$ cat src/sv/dstm_pkg.sv
package dstm_pkg;

   // Audio timing
   localparam int unsigned SAMPLE_RATE = 44100;
   localparam int unsigned NYQUIST     = SAMPLE_RATE / 2;

   // 65503 = round(65536 * 6.28 / (2*pi)): folds the 6.28 factor into a 16-bit turn
   localparam int unsigned TURN_SCALE = 65503;
   localparam int unsigned TONE_AMPL  = 50;

   localparam int unsigned FREQ_WIDTH   = 16;
   localparam int unsigned PHASE_WIDTH  = 16;
   localparam int unsigned TURN_WIDTH   = 16;
   localparam int unsigned SINE_WIDTH   = 7;   // -50..50
   localparam int unsigned SUM_WIDTH    = 9;
   localparam int unsigned SAMPLE_WIDTH = 8;

   // Shared divider: 32-bit dividend, 16-bit divisor, one quotient bit per cycle
   localparam int unsigned DIV_WIDTH       = 32;
   localparam int unsigned DIVISOR_WIDTH   = 16;
   localparam int unsigned DIV_COUNT_WIDTH = $clog2(DIV_WIDTH);

   // Configuration register indexes
   localparam int unsigned CSR_INDEX_WIDTH = 1;
   localparam logic [CSR_INDEX_WIDTH-1:0] CSR_TONE_FREQ_A = 1'd0;
   localparam logic [CSR_INDEX_WIDTH-1:0] CSR_TONE_FREQ_B = 1'd1;

   localparam logic signed [SUM_WIDTH-1:0] CLIP_HIGH = 9'sd128;
   localparam logic signed [SUM_WIDTH-1:0] CLIP_LOW  = -9'sd127;

   // round(32768 * sin(k*pi/32)), k = 0..16
   function automatic logic [15:0] quarter_sine(input logic [4:0] k);
      logic [15:0] v;
      case (k)
         5'd0:    v = 16'd0;
         5'd1:    v = 16'd3212;
         5'd2:    v = 16'd6393;
         5'd3:    v = 16'd9512;
         5'd4:    v = 16'd12540;
         5'd5:    v = 16'd15447;
         5'd6:    v = 16'd18205;
         5'd7:    v = 16'd20788;
         5'd8:    v = 16'd23170;
         5'd9:    v = 16'd25330;
         5'd10:   v = 16'd27246;
         5'd11:   v = 16'd28899;
         5'd12:   v = 16'd30274;
         5'd13:   v = 16'd31357;
         5'd14:   v = 16'd32138;
         5'd15:   v = 16'd32610;
         default: v = 16'd32768;
      endcase
      return v;
   endfunction

endpackage

$ cat src/sv/dstm_div.sv
module dstm_div (
   input  logic                                  clock,
   input  logic                                  reset,
   input  logic                                  start,
   input  logic [dstm_pkg::DIV_WIDTH-1:0]        dividend,
   input  logic [dstm_pkg::DIVISOR_WIDTH-1:0]    divisor,
   output logic                                  done,
   output logic [dstm_pkg::DIV_WIDTH-1:0]        quotient,
   output logic [dstm_pkg::DIVISOR_WIDTH-1:0]    remainder
);

   localparam logic [dstm_pkg::DIV_COUNT_WIDTH-1:0] LAST_STEP =
      dstm_pkg::DIV_COUNT_WIDTH'(dstm_pkg::DIV_WIDTH - 1);

   logic                                      busy_ff;
   logic                                      done_ff;
   logic [dstm_pkg::DIV_COUNT_WIDTH-1:0]      count_ff;
   logic [dstm_pkg::DIV_WIDTH-1:0]            work_ff, work_in;
   logic [dstm_pkg::DIVISOR_WIDTH-1:0]        rem_ff, rem_in;
   logic [dstm_pkg::DIVISOR_WIDTH-1:0]        divisor_ff;
   logic [dstm_pkg::DIVISOR_WIDTH:0]          shifted;
   logic [dstm_pkg::DIVISOR_WIDTH:0]          diff;
   logic                                      ge;

   // Restoring step: work_ff shifts dividend bits out the top, quotient bits in the bottom
   always_comb begin
      shifted = {rem_ff, work_ff[dstm_pkg::DIV_WIDTH-1]};
      diff    = shifted - {1'b0, divisor_ff};
      ge      = shifted >= {1'b0, divisor_ff};
      rem_in  = ge ? diff[dstm_pkg::DIVISOR_WIDTH-1:0]
                   : shifted[dstm_pkg::DIVISOR_WIDTH-1:0];
      work_in = {work_ff[dstm_pkg::DIV_WIDTH-2:0], ge};
   end

   always_ff @(posedge clock) begin
      if (reset) begin
         busy_ff  <= 1'b0;
         done_ff  <= 1'b0;
         count_ff <= '0;
      end else begin
         done_ff <= 1'b0;
         if (start) begin
            busy_ff  <= 1'b1;
            count_ff <= '0;
         end else if (busy_ff) begin
            if (count_ff == LAST_STEP) begin
               busy_ff <= 1'b0;
               done_ff <= 1'b1;
            end
            count_ff <= count_ff + 1'b1;
         end
      end
   end

   always_ff @(posedge clock) begin
      if (start) begin
         work_ff    <= dividend;
         rem_ff     <= '0;
         divisor_ff <= divisor;
      end else if (busy_ff) begin
         work_ff <= work_in;
         rem_ff  <= rem_in;
      end
   end

   assign done      = done_ff;
   assign quotient  = work_ff;
   assign remainder = rem_ff;

endmodule

$ cat src/sv/dstm_sine.sv
module dstm_sine (
   input  logic                                       clock,
   input  logic [dstm_pkg::TURN_WIDTH-1:0]            turn,
   output logic signed [dstm_pkg::SINE_WIDTH-1:0]     sine
);

   logic [14:0]                                   x_mirror;
   logic [4:0]                                    idx_ff;
   logic [9:0]                                    frac_ff;
   logic                                          neg1_ff, neg2_ff;
   logic [15:0]                                   base;
   logic [15:0]                                   upper;
   logic [15:0]                                   delta;
   logic [25:0]                                   interp;
   logic [15:0]                                   s_ff, s_in;
   logic [21:0]                                   scaled;
   logic [dstm_pkg::SINE_WIDTH-1:0]               mag;
   logic signed [dstm_pkg::SINE_WIDTH-1:0]        sine_ff, sine_in;

   // Stage 1: quadrant fold
   always_comb begin
      if (turn[14])
         x_mirror = 15'd16384 - {1'b0, turn[13:0]};
      else
         x_mirror = {1'b0, turn[13:0]};
   end

   // Stage 2: table lookup with linear interpolation
   always_comb begin
      base   = dstm_pkg::quarter_sine(idx_ff);
      upper  = dstm_pkg::quarter_sine(idx_ff + 5'd1);
      delta  = upper - base;
      interp = 26'(delta) * 26'(frac_ff);
      if (idx_ff[4])
         s_in = 16'd32768;
      else
         s_in = base + interp[25:10];
   end

   // Stage 3: amplitude scale and sign
   always_comb begin
      scaled  = 22'(dstm_pkg::TONE_AMPL) * 22'(s_ff);
      mag     = scaled[21:15];
      sine_in = neg2_ff ? -$signed(mag) : $signed(mag);
   end

   always_ff @(posedge clock) begin
      idx_ff  <= x_mirror[14:10];
      frac_ff <= x_mirror[9:0];
      neg1_ff <= turn[15];
      s_ff    <= s_in;
      neg2_ff <= neg1_ff;
      sine_ff <= sine_in;
   end

   assign sine = sine_ff;

endmodule

$ cat src/sv/dual_sine_tone_mixer.sv
// Channel | Direction | Handshake         | Payload
// req     | in        | req_valid/stall   | req_sample_request
// rsp     | out       | rsp_valid/stall   | rsp_mixed_sample
// csr     | in        | csr_write_enable  | csr_index, csr_write_data
//
// One shared 32-step restoring divider does all the arithmetic that needs division:
// per live channel it runs three times (period, turn angle, next phase); a silent
// channel only passes through the check state. The result is loaded in ST_FINISH
// once the output register is free, and the sequencer then returns to idle.
// A request with sample_request low is taken and yields no transfer.
// Synchronous reset clears frequencies, phases and handshake state.
// The result sits in an output register, so a new request is taken while it is stalled.
module dual_sine_tone_mixer (
   input  logic                                        clock,
   input  logic                                        reset,
   input  logic                                        req_valid,
   output logic                                        req_stall,
   input  logic                                        req_sample_request,
   output logic                                        rsp_valid,
   input  logic                                        rsp_stall,
   output logic signed [dstm_pkg::SAMPLE_WIDTH-1:0]    rsp_mixed_sample,
   input  logic                                        csr_write_enable,
   input  logic [dstm_pkg::CSR_INDEX_WIDTH-1:0]        csr_index,
   input  logic [dstm_pkg::FREQ_WIDTH-1:0]             csr_write_data
);

   typedef enum logic [5:0] {
      ST_IDLE       = 6'b000001,
      ST_CHECK      = 6'b000010,
      ST_DIV_PERIOD = 6'b000100,
      ST_DIV_TURN   = 6'b001000,
      ST_DIV_NEXT   = 6'b010000,
      ST_FINISH     = 6'b100000
   } state_type;

   state_type                                     state_ff, state_in;
   logic                                          chan_ff, chan_in;
   logic [dstm_pkg::FREQ_WIDTH-1:0]               freq_a_ff, freq_b_ff;
   logic [dstm_pkg::PHASE_WIDTH-1:0]              phase_a_ff, phase_b_ff;
   logic [dstm_pkg::DIVISOR_WIDTH-1:0]            period_ff;
   logic [dstm_pkg::TURN_WIDTH-1:0]               turn_ff;
   logic signed [dstm_pkg::SUM_WIDTH-1:0]         sum_ff;
   logic                                          rsp_valid_ff;
   logic signed [dstm_pkg::SAMPLE_WIDTH-1:0]      rsp_sample_ff;

   logic [dstm_pkg::FREQ_WIDTH-1:0]               cur_freq;
   logic [dstm_pkg::PHASE_WIDTH-1:0]              cur_phase;
   logic [dstm_pkg::PHASE_WIDTH:0]                phase_inc;
   logic                                          silent;
   logic                                          accept;
   logic                                          load_rsp;
   logic                                          div_start;
   logic [dstm_pkg::DIV_WIDTH-1:0]                div_dividend;
   logic [dstm_pkg::DIVISOR_WIDTH-1:0]            div_divisor;
   logic                                          div_done;
   logic [dstm_pkg::DIV_WIDTH-1:0]                div_quotient;
   logic [dstm_pkg::DIVISOR_WIDTH-1:0]            div_remainder;
   logic signed [dstm_pkg::SINE_WIDTH-1:0]        sine;
   logic signed [dstm_pkg::SUM_WIDTH-1:0]         clipped;

   dstm_div u_div (
      .clock     (clock),
      .reset     (reset),
      .start     (div_start),
      .dividend  (div_dividend),
      .divisor   (div_divisor),
      .done      (div_done),
      .quotient  (div_quotient),
      .remainder (div_remainder)
   );

   dstm_sine u_sine (
      .clock (clock),
      .turn  (turn_ff),
      .sine  (sine)
   );

   assign cur_freq  = chan_ff ? freq_b_ff : freq_a_ff;
   assign cur_phase = chan_ff ? phase_b_ff : phase_a_ff;
   assign phase_inc = {1'b0, cur_phase} + 1'b1;
   assign silent    = (cur_freq == '0) ||
                      (cur_freq > dstm_pkg::FREQ_WIDTH'(dstm_pkg::NYQUIST));
   assign accept    = req_valid && !req_stall;
   assign load_rsp  = (state_ff == ST_FINISH) && (!rsp_valid_ff || !rsp_stall);

   always_comb begin
      if (sum_ff > dstm_pkg::CLIP_HIGH)
         clipped = dstm_pkg::CLIP_HIGH;
      else if (sum_ff < dstm_pkg::CLIP_LOW)
         clipped = dstm_pkg::CLIP_LOW;
      else
         clipped = sum_ff;
   end

   // Divider operand select per sequencer step
   always_comb begin
      div_start    = 1'b0;
      div_dividend = dstm_pkg::DIV_WIDTH'(dstm_pkg::SAMPLE_RATE);
      div_divisor  = cur_freq;
      case (state_ff)
         ST_CHECK: begin
            div_start = !silent;
         end
         ST_DIV_PERIOD: begin
            div_start    = div_done;
            div_dividend = dstm_pkg::DIV_WIDTH'(cur_phase) *
                           dstm_pkg::DIV_WIDTH'(dstm_pkg::TURN_SCALE);
            div_divisor  = div_quotient[dstm_pkg::DIVISOR_WIDTH-1:0];
         end
         ST_DIV_TURN: begin
            div_start    = div_done;
            div_dividend = dstm_pkg::DIV_WIDTH'(phase_inc);
            div_divisor  = period_ff;
         end
         default: begin
            div_start = 1'b0;
         end
      endcase
   end

   always_comb begin
      state_in = state_ff;
      chan_in  = chan_ff;
      case (state_ff)
         ST_IDLE: begin
            chan_in = 1'b0;
            if (accept && req_sample_request)
               state_in = ST_CHECK;
         end
         ST_CHECK: begin
            if (silent) begin
               chan_in  = 1'b1;
               state_in = chan_ff ? ST_FINISH : ST_CHECK;
            end else begin
               state_in = ST_DIV_PERIOD;
            end
         end
         ST_DIV_PERIOD: begin
            if (div_done)
               state_in = ST_DIV_TURN;
         end
         ST_DIV_TURN: begin
            if (div_done)
               state_in = ST_DIV_NEXT;
         end
         ST_DIV_NEXT: begin
            if (div_done) begin
               chan_in  = 1'b1;
               state_in = chan_ff ? ST_FINISH : ST_CHECK;
            end
         end
         ST_FINISH: begin
            if (load_rsp)
               state_in = ST_IDLE;
         end
         default: begin
            state_in = ST_IDLE;
         end
      endcase
   end

   always_ff @(posedge clock) begin
      if (reset) begin
         state_ff     <= ST_IDLE;
         chan_ff      <= 1'b0;
         freq_a_ff    <= '0;
         freq_b_ff    <= '0;
         phase_a_ff   <= '0;
         phase_b_ff   <= '0;
         rsp_valid_ff <= 1'b0;
      end else begin
         state_ff <= state_in;
         chan_ff  <= chan_in;
         if (csr_write_enable) begin
            case (csr_index)
               dstm_pkg::CSR_TONE_FREQ_A: freq_a_ff <= csr_write_data;
               dstm_pkg::CSR_TONE_FREQ_B: freq_b_ff <= csr_write_data;
               default: ;
            endcase
         end
         if (state_ff == ST_DIV_NEXT && div_done) begin
            if (chan_ff)
               phase_b_ff <= div_remainder;
            else
               phase_a_ff <= div_remainder;
         end
         if (load_rsp)
            rsp_valid_ff <= 1'b1;
         else if (!rsp_stall)
            rsp_valid_ff <= 1'b0;
      end
   end

   always_ff @(posedge clock) begin
      if (state_ff == ST_IDLE)
         sum_ff <= '0;
      else if (state_ff == ST_DIV_NEXT && div_done)
         sum_ff <= sum_ff + dstm_pkg::SUM_WIDTH'(sine);
      if (state_ff == ST_DIV_PERIOD && div_done)
         period_ff <= div_quotient[dstm_pkg::DIVISOR_WIDTH-1:0];
      // turn angle wraps modulo one full turn
      if (state_ff == ST_DIV_TURN && div_done)
         turn_ff <= div_quotient[dstm_pkg::TURN_WIDTH-1:0];
      if (load_rsp)
         rsp_sample_ff <= clipped[dstm_pkg::SAMPLE_WIDTH-1:0];
   end

   assign req_stall        = (state_ff != ST_IDLE);
   assign rsp_valid        = rsp_valid_ff;
   assign rsp_mixed_sample = rsp_sample_ff;

endmodule

$ cat config.mk
export PLATFORM = sky130hd
export DESIGN_NAME = dual_sine_tone_mixer
export DESIGN_NICKNAME = d
export VERILOG_FILES = /design/src/sv/dstm_pkg.sv /design/src/sv/dstm_div.sv /design/src/sv/dstm_sine.sv /design/src/sv/dual_sine_tone_mixer.sv
export SDC_FILE = /design/constraint.sdc
export NUM_CORES = 1
export LEC_CHECK = 0
export BUFFER_PORTS_ARGS = -buffer_cell sky130_fd_sc_hd__buf_2
export CAP_MARGIN = 25
export CORE_ASPECT_RATIO = 1.5
export CORE_UTILIZATION = 25
export DETAILED_ROUTE_END_ITERATION = 10
export GPL_TIMING_DRIVEN = 0
export HOLD_SLACK_MARGIN = 0.12
export PLACE_DENSITY = 0.41
export SLEW_MARGIN = 20
export SYNTH_ARGS = -nofsm -noshare
export SYNTH_HDL_FRONTEND = slang
export SYNTH_SLANG_ARGS = --single-unit
$ cat constraint.sdc
create_clock -name clock -period 9.1 [get_ports clock]
set_input_delay 0.91 -clock clock [delete_from_list [all_inputs] [get_ports clock]]
set_output_delay 0.91 -clock clock [all_outputs]
set_load 0.1 [all_outputs]
==> flow_summary.yaml, run 1 <==
floorplanning:
  core_area_um2: 103000
  initial_utilization: 0.252
  io_pins: 33
  die_h_um: 395
  die_x_um: 264
  core.rowCount: 144
  dieArea_um2: 105000
critical_path:
  crit_top_cell: "fa_1"
  worstReg2RegStart: "u_sine.idx_ff[1]$_DFF_P_"
  crit_type: "reg2reg"
  startpoint: "u_sine.idx_ff[1]$_DFF_P_"
  critPathLaunchType: "register"
  cp_num_buf_inv: 9
  worstPathArrival_ps: 9650
  cp-end-kind: "register"
  slowest_delay_ps: 550
  critPathTopFamily: "adder cells"
  path_max_fanout: 7
  slowest_stage: "fa_1"
  required_ps: 9550
synth:
  yosysWarnings: 0
  synth-xor-area-share: 0.0443
  synthMuxAreaShare: 0.0200
  syn_area_um2: 25800
  synth-compound-area-share: 0.135
  synth-edff-count: 88
  postSynth.asyncResetShare: 0
  synth_seq_area_share: 0.226
  ys.flop_type: "dfxtp_1"
  ys_seq_elements: 247
  syn_inst: 2838
  synthAdderAreaFrac: 0.349
  yosys.area_share.simple: 0.155
  synth.distinct_cells: 88
  synth_top_family_by_area: "adder cells"
  avgSynthCellArea_um2: 9.09
  synth_nets: 3425
timing:
  hold_violations: 0
  finalSetupTns_ps: -153
  drv_slew: 0
  finalCriticalPeriod_ps: 9200
  fin_crit_sh: 1.01
  finalSetupViolations: 3
  max_freq_ghz: 0.109
  fin_skew_ps: 26.9
  relSlewSlack: 0.349
  worstMarginPinSlew_ps: 977
  setup_ws_ps: -104
  rsz0062_at_grt: "true"
  hold_slack_ps: 351
clock_network:
  cts_htree_levels: 1
  clkSlewWorstSetupHoldPaths_ps: 70
  clk-insertion-delay-late_ps: 600
  cts.sinks: 247
  cts_buffer_depth: 3
  cts_tree: "built"
  root_buffer: "clkbuf_16"
  cts-buffers-inserted: 27
cells_and_area:
  areaGrowthSynthToFinish_pct: 15.5
  regArea_um2: 5840
  final_common_cell: "inv_1"
  fillerInstances: 10900
  n_antenna_cell: 0
  layout.nets: 3548
  final_cell_mix: "inv_1 (371), nand2_1 (318), ha_1 (292)"
  drive_gt1_frac: 0.103
  multiInputGateArea_um2: 18800
  fin_util: 0.291
hold_path:
  holdCritStartpoint: "u_sine.neg1_ff$_DFF_P_"
  hold_class: "reg2reg"
global_routing:
  grt_pass1_wl_um: 127000
  overflow: 0
  first_global_vias: 21800
  antenna_found_initial: 1
  grt_max_degree: 33
  grtUsageTotal: 0.157
status:
  violations: "negative setup slack"
  status: "complete, but fails checks"
routing:
  drt-total-wl_um: 80400
  wl_per_cell_um: 18.7
  route.detailed.drc: 0
  route.antenna.remaining_nets: 0
  first_pass_iters: 5
  vias_per_cell: 4.64
  vias: 19900
  drt-initial-drc-count: 797
flow_run:
  drv_cap: 0
power:
  worst_ir_drop_vdd_mv: 0.119
  cellLeakagePower_nw: 13.8
  power_density_nw_per_um2: 104
placed_design:
  dp_hpwl_um: 66100
  place_ws_ps: -1950
  portBuffers: 31
  gp_congestion: 0.825
## worst reg2reg max path: cells and delay by family (launching register included)
family                   cells  cell delay, ps
AO/OA/AOI/OAI               10            2130
XOR/XNOR                     3             570
adder cells (fa/ha/maj)     10            4070
buffers and inverters        9             680
flip-flops                   1             370
AND/OR/NAND/NOR             10            1240
## where the power goes
| part | internal [W] | total [W] | switching [W] | leakage [nW] |
|---|---|---|---|---|
| sequential | 0.00119 | 0.00127 | 0.0000775 | 2.14 |
| combinational | 0.000232 | 0.000588 | 0.000356 | 11.2 |
| clock | 0.000715 | 0.00123 | 0.000513 | 0.483 |
## what timing repair did
item,4_1_cts,5_1_grt
gates resized for setup,105,44
setup buffers,51,8
hold buffers,0,0
pin swaps,61,41
gates cloned,0,0
setup endpoints to repair,15,15
hold endpoints to repair,0,0
## logic make-up (layout without fill, tap and decap cells)
group / Yosys count / after routing
compound gates: 544 / 544
xor+xnor: 126 / 126
fa+ha+maj: 564 / 564
buf+inv: 478 / 621
flops: 247 / 247
mux: 49 / 49
simple gates: 830 / 830
## final cells by class
class / count / share of cell area
well taps: 1314 / 0.0552
clock buffers: 30 / 0.0241
flip-flops and latches: 247 / 0.196
multi-input cells: 2113 / 0.631
repair buffers: 94 / 0.0219
plain buffers: 99 / 0.0161
clock inverters: 19 / 0.00840
inverters: 379 / 0.0480
## synthesized netlist by cell type, drive strengths merged (8+ instances only)
cell,count,area share
a21o,34,0.0099
nor3b,8,0.0023
nand3,35,0.0068
edfxtp,88,0.10
nor2,137,0.020
o21a,20,0.0058
o31ai,24,0.0070
and2,87,0.021
buf,28,0.0059
xor2,43,0.015
or3,33,0.0082
a221oi,14,0.0048
ha,305,0.15
nand2b,37,0.0090
nand4,13,0.0032
mux2,10,0.0044
mux2i,38,0.015
o211ai,9,0.0026
inv,379,0.055
a31oi,15,0.0036
a22oi,14,0.0041
fa,259,0.20
and3,18,0.0044
nand2,327,0.048
o21ai,95,0.019
nor3,60,0.012
nor2b,37,0.0090
a211oi,30,0.0087
xnor2,82,0.029
or2,8,0.0019
clkbuf,71,0.010
a211o,8,0.0027
o21bai,8,0.0023
a21oi,203,0.039
dfxtp,159,0.12
## registers in the layout, summed over array words and instances, names as in the netlist, 8 cells and up, named ones only
signal	flops
u_div.quotient	32
freq_a_ff	16
freq_b_ff	16
period_ff	16
phase_a_ff	16
phase_b_ff	16
turn_ff	16
u_div.divisor_ff	16
u_div.remainder	16
u_sine.s_ff	16
u_sine.frac_ff	10
sum_ff	9
rsp_mixed_sample	8
## metal layers
| layer | wire (um) | global-route usage |
|---|---|---|
| met1 | 29200 | 0.158 |
| met2 | 46600 | 0.326 |
| met3 | 1290 | 0.0106 |
| met4 | 3370 | 0.0628 |
| met5 | 13 | 0 |
## metrics by stage
stage / instance area (um^2) / total power (W) / std cells
floorplan: 25800 / 0.00170 / 2838
global placement: 27600 / 0.00189 / 4183
detailed placement: 27700 / 0.00188 / 4188
CTS: 29500 / 0.00314 / 4287
global route: 29800 / 0.00324 / 4295
finish: 29800 / 0.00309 / 4295
## final timing paths
check	to	slack, ps	cells after the start
worst max-delay path	u_sine.s_ff[12]$_SDFF_PP0_	-100	42
worst min-delay path	u_sine.neg2_ff$_DFF_P_	350	0
worst max register to register	u_sine.s_ff[12]$_SDFF_PP0_	-100	42
worst min register to register	u_sine.neg2_ff$_DFF_P_	350	0
No activity file was read; power rests on OpenSTA's default activity.
==> inputs of run 2 (changes only) <==
--- a/config.mk
+++ b/config.mk
@@ -8,11 +8,11 @@
 export BUFFER_PORTS_ARGS = -buffer_cell sky130_fd_sc_hd__buf_2
 export CAP_MARGIN = 25
 export CORE_ASPECT_RATIO = 1.5
-export CORE_UTILIZATION = 25
+export CORE_UTILIZATION = 45
 export DETAILED_ROUTE_END_ITERATION = 10
 export GPL_TIMING_DRIVEN = 0
 export HOLD_SLACK_MARGIN = 0.12
-export PLACE_DENSITY = 0.41
+export PLACE_DENSITY = 0.63
 export SLEW_MARGIN = 20
 export SYNTH_ARGS = -nofsm -noshare
 export SYNTH_HDL_FRONTEND = slang
==> run 2 against run 1 <==
The flow still finishes with violations (negative setup slack); non-clock buffer count is 3 higher; combinational power is 2% lower; global-route usage is 9.1 points higher; first-iteration DRC count is 27% higher; via count is 2.6% higher; sequential share of layout area is 0.50 points higher.
==> flow_summary.yaml, run 2 (synthesis gave the netlist of run 1 again) <==
status:
  status: "complete, but fails checks"
  violations: "negative setup slack"
cells_and_area:
  areaGrowthSynthToFinish_pct: 12.7
  final_common_cell: "inv_1"
  n_antenna_cell: 0
  final_cell_mix: "inv_1 (370), nand2_1 (320), ha_1 (291)"
  drive_gt1_frac: 0.104
  layout.nets: 3549
  largest_reg_flops: 32
floorplanning:
  core_area_um2: 56800
  dieArea_um2: 58300
  initial_utilization: 0.454
  die_h_um: 295
  die_x_um: 198
  io_pins: 33
  core.rowCount: 107
critical_path:
  reg2reg_to: "u_sine.s_ff[12]$_SDFF_PP0_"
  worstPathArrival_ps: 9640
  path_max_fanout: 7
  cp-end-kind: "register"
  rrSetupSlack_ps: -110
  reg2regPathDepth: 41
  crit_type: "reg2reg"
  slowest_delay_ps: 550
  critPathLaunchType: "register"
  required_ps: 9540
  slowest_stage: "fa_1"
  worstReg2RegStart: "u_sine.idx_ff[1]$_DFF_P_"
  cp_num_buf_inv: 7
  critPathTopFamily: "adder cells"
  crit_top_cell: "fa_1"
hold_path:
  holdCritStartpoint: "u_sine.neg1_ff$_DFF_P_"
  hold_class: "reg2reg"
  min_path_cells: 0
  min_to: "u_sine.neg2_ff$_DFF_P_"
global_routing:
  grt_max_degree: 33
  first_global_vias: 21600
  antenna_found_initial: 0
  overflow: 0
  grtUsageTotal: 0.249
  grt_pass1_wl_um: 114000
routing:
  vias: 20500
  route.antenna.remaining_nets: 0
  drt-total-wl_um: 71000
  wl_per_cell_um: 19.0
  first_pass_iters: 5
  vias_per_cell: 5.46
  drt-initial-drc-count: 1012
  route.detailed.drc: 0
timing:
  drv_slew: 0
  relSlewSlack: 0.451
  finalCriticalPeriod_ps: 9210
  fin_skew_ps: 13.0
  finalSetupViolations: 4
  hold_violations: 0
  setup_ws_ps: -106
  fin_crit_sh: 1.01
  hold_slack_ps: 330
  finalSetupTns_ps: -339
  rsz0062_at_grt: "true"
  worstMarginPinSlew_ps: 820
  max_freq_ghz: 0.109
power:
  power_density_nw_per_um2: 98.4
  cellLeakagePower_nw: 13.7
  worst_ir_drop_vdd_mv: 0.106
clock_network:
  cts-buffers-inserted: 25
  cts_tree: "built"
  cts_buffer_depth: 3
  clk-insertion-delay-late_ps: 570
  root_buffer: "clkbuf_16"
  cts.sinks: 247
  clkSlewWorstSetupHoldPaths_ps: 70
  cts_htree_levels: 1
  hold_buffers: 0
placed_design:
  gp_congestion: 0.946
  dp_hpwl_um: 57100
  portBuffers: 31
flow_run:
  drv_cap: 0
run 2: worst register-to-register path, delay by kind of cell, from the launching register on:
family / cells / cell delay, ps
compound gates: 13 / 2630
flops: 1 / 370
simple gates: 7 / 860
xor+xnor: 3 / 570
fa+ha+maj: 11 / 4090
buf+inv: 7 / 560
run 2: layout make-up:
cell class                 count  area (um^2)
fill                        5322        27700
multi-input combinational   2113        18900
sequential                   247         5840
inverter                     379         1430
tap                          763          955
clock buffer                  36          689
timing repair buffer          97          667
buffer                        99          505
clock inverter                 9         97.6
run 2: worst max path at each step:
stage | start | cells after the start | to | slack (ps)
after detailed placement | u_sine.idx_ff[0]$_DFF_P_ | 39 | u_sine.s_ff[13]$_SDFF_PP0_ | -1950
after floorplan | u_sine.idx_ff[0]$_DFF_P_ | 42 | u_sine.s_ff[14]$_SDFF_PP0_ | 8
after global placement | u_sine.idx_ff[1]$_DFF_P_ | 38 | u_sine.s_ff[13]$_SDFF_PP0_ | -1780
after global routing | u_sine.idx_ff[1]$_DFF_P_ | 41 | u_sine.s_ff[12]$_SDFF_PP0_ | -450
after CTS | u_sine.idx_ff[1]$_DFF_P_ | 40 | u_sine.s_ff[14]$_SDFF_PP0_ | -150
final | u_sine.idx_ff[1]$_DFF_P_ | 41 | u_sine.s_ff[12]$_SDFF_PP0_ | -110
run 2: what timing repair did:
item / CTS / global route
setup endpoints to repair: 15 / 11
pin swaps: 67 / 46
gates resized for setup: 112 / 54
buffers inserted: 49 / 12
endpoints found under the hold margin: 0 / 0
cloned: 1 / 0
run 2: through the flow:
| stage | setup slack [ps] | power, W | util | instance area [um^2] | std cells |
|---|---|---|---|---|---|
| after detailed placement | -1950 | 0.00186 | 0.476 | 27000 | 3636 |
| after floorplan | 8.24 | 0.00170 | - | 25800 | 2838 |
| after global routing | -454 | 0.00299 | 0.512 | 29100 | 3743 |
| after global placement | -1780 | 0.00184 | 0.475 | 26900 | 3632 |
| after CTS | -153 | 0.00288 | 0.506 | 28700 | 3731 |
| final | -106 | 0.00286 | 0.512 | 29100 | 3743 |
run 2: power breakdown:
group	total (W)	switching, W	leakage [nW]	internal, W
sequential	0.00127	0.0000748	2.14	0.00119
combinational	0.000575	0.000343	11.2	0.000231
clock	0.00102	0.000455	0.390	0.000562
total	0.00286	0.000874	13.7	0.00199
run 2: layer usage:
layer / part of all wire / track usage
met1: 0.38 / 0.265
met5: 0 / 0
met3: 0.025 / 0.0179
met2: 0.55 / 0.482
met4: 0.052 / 0.129
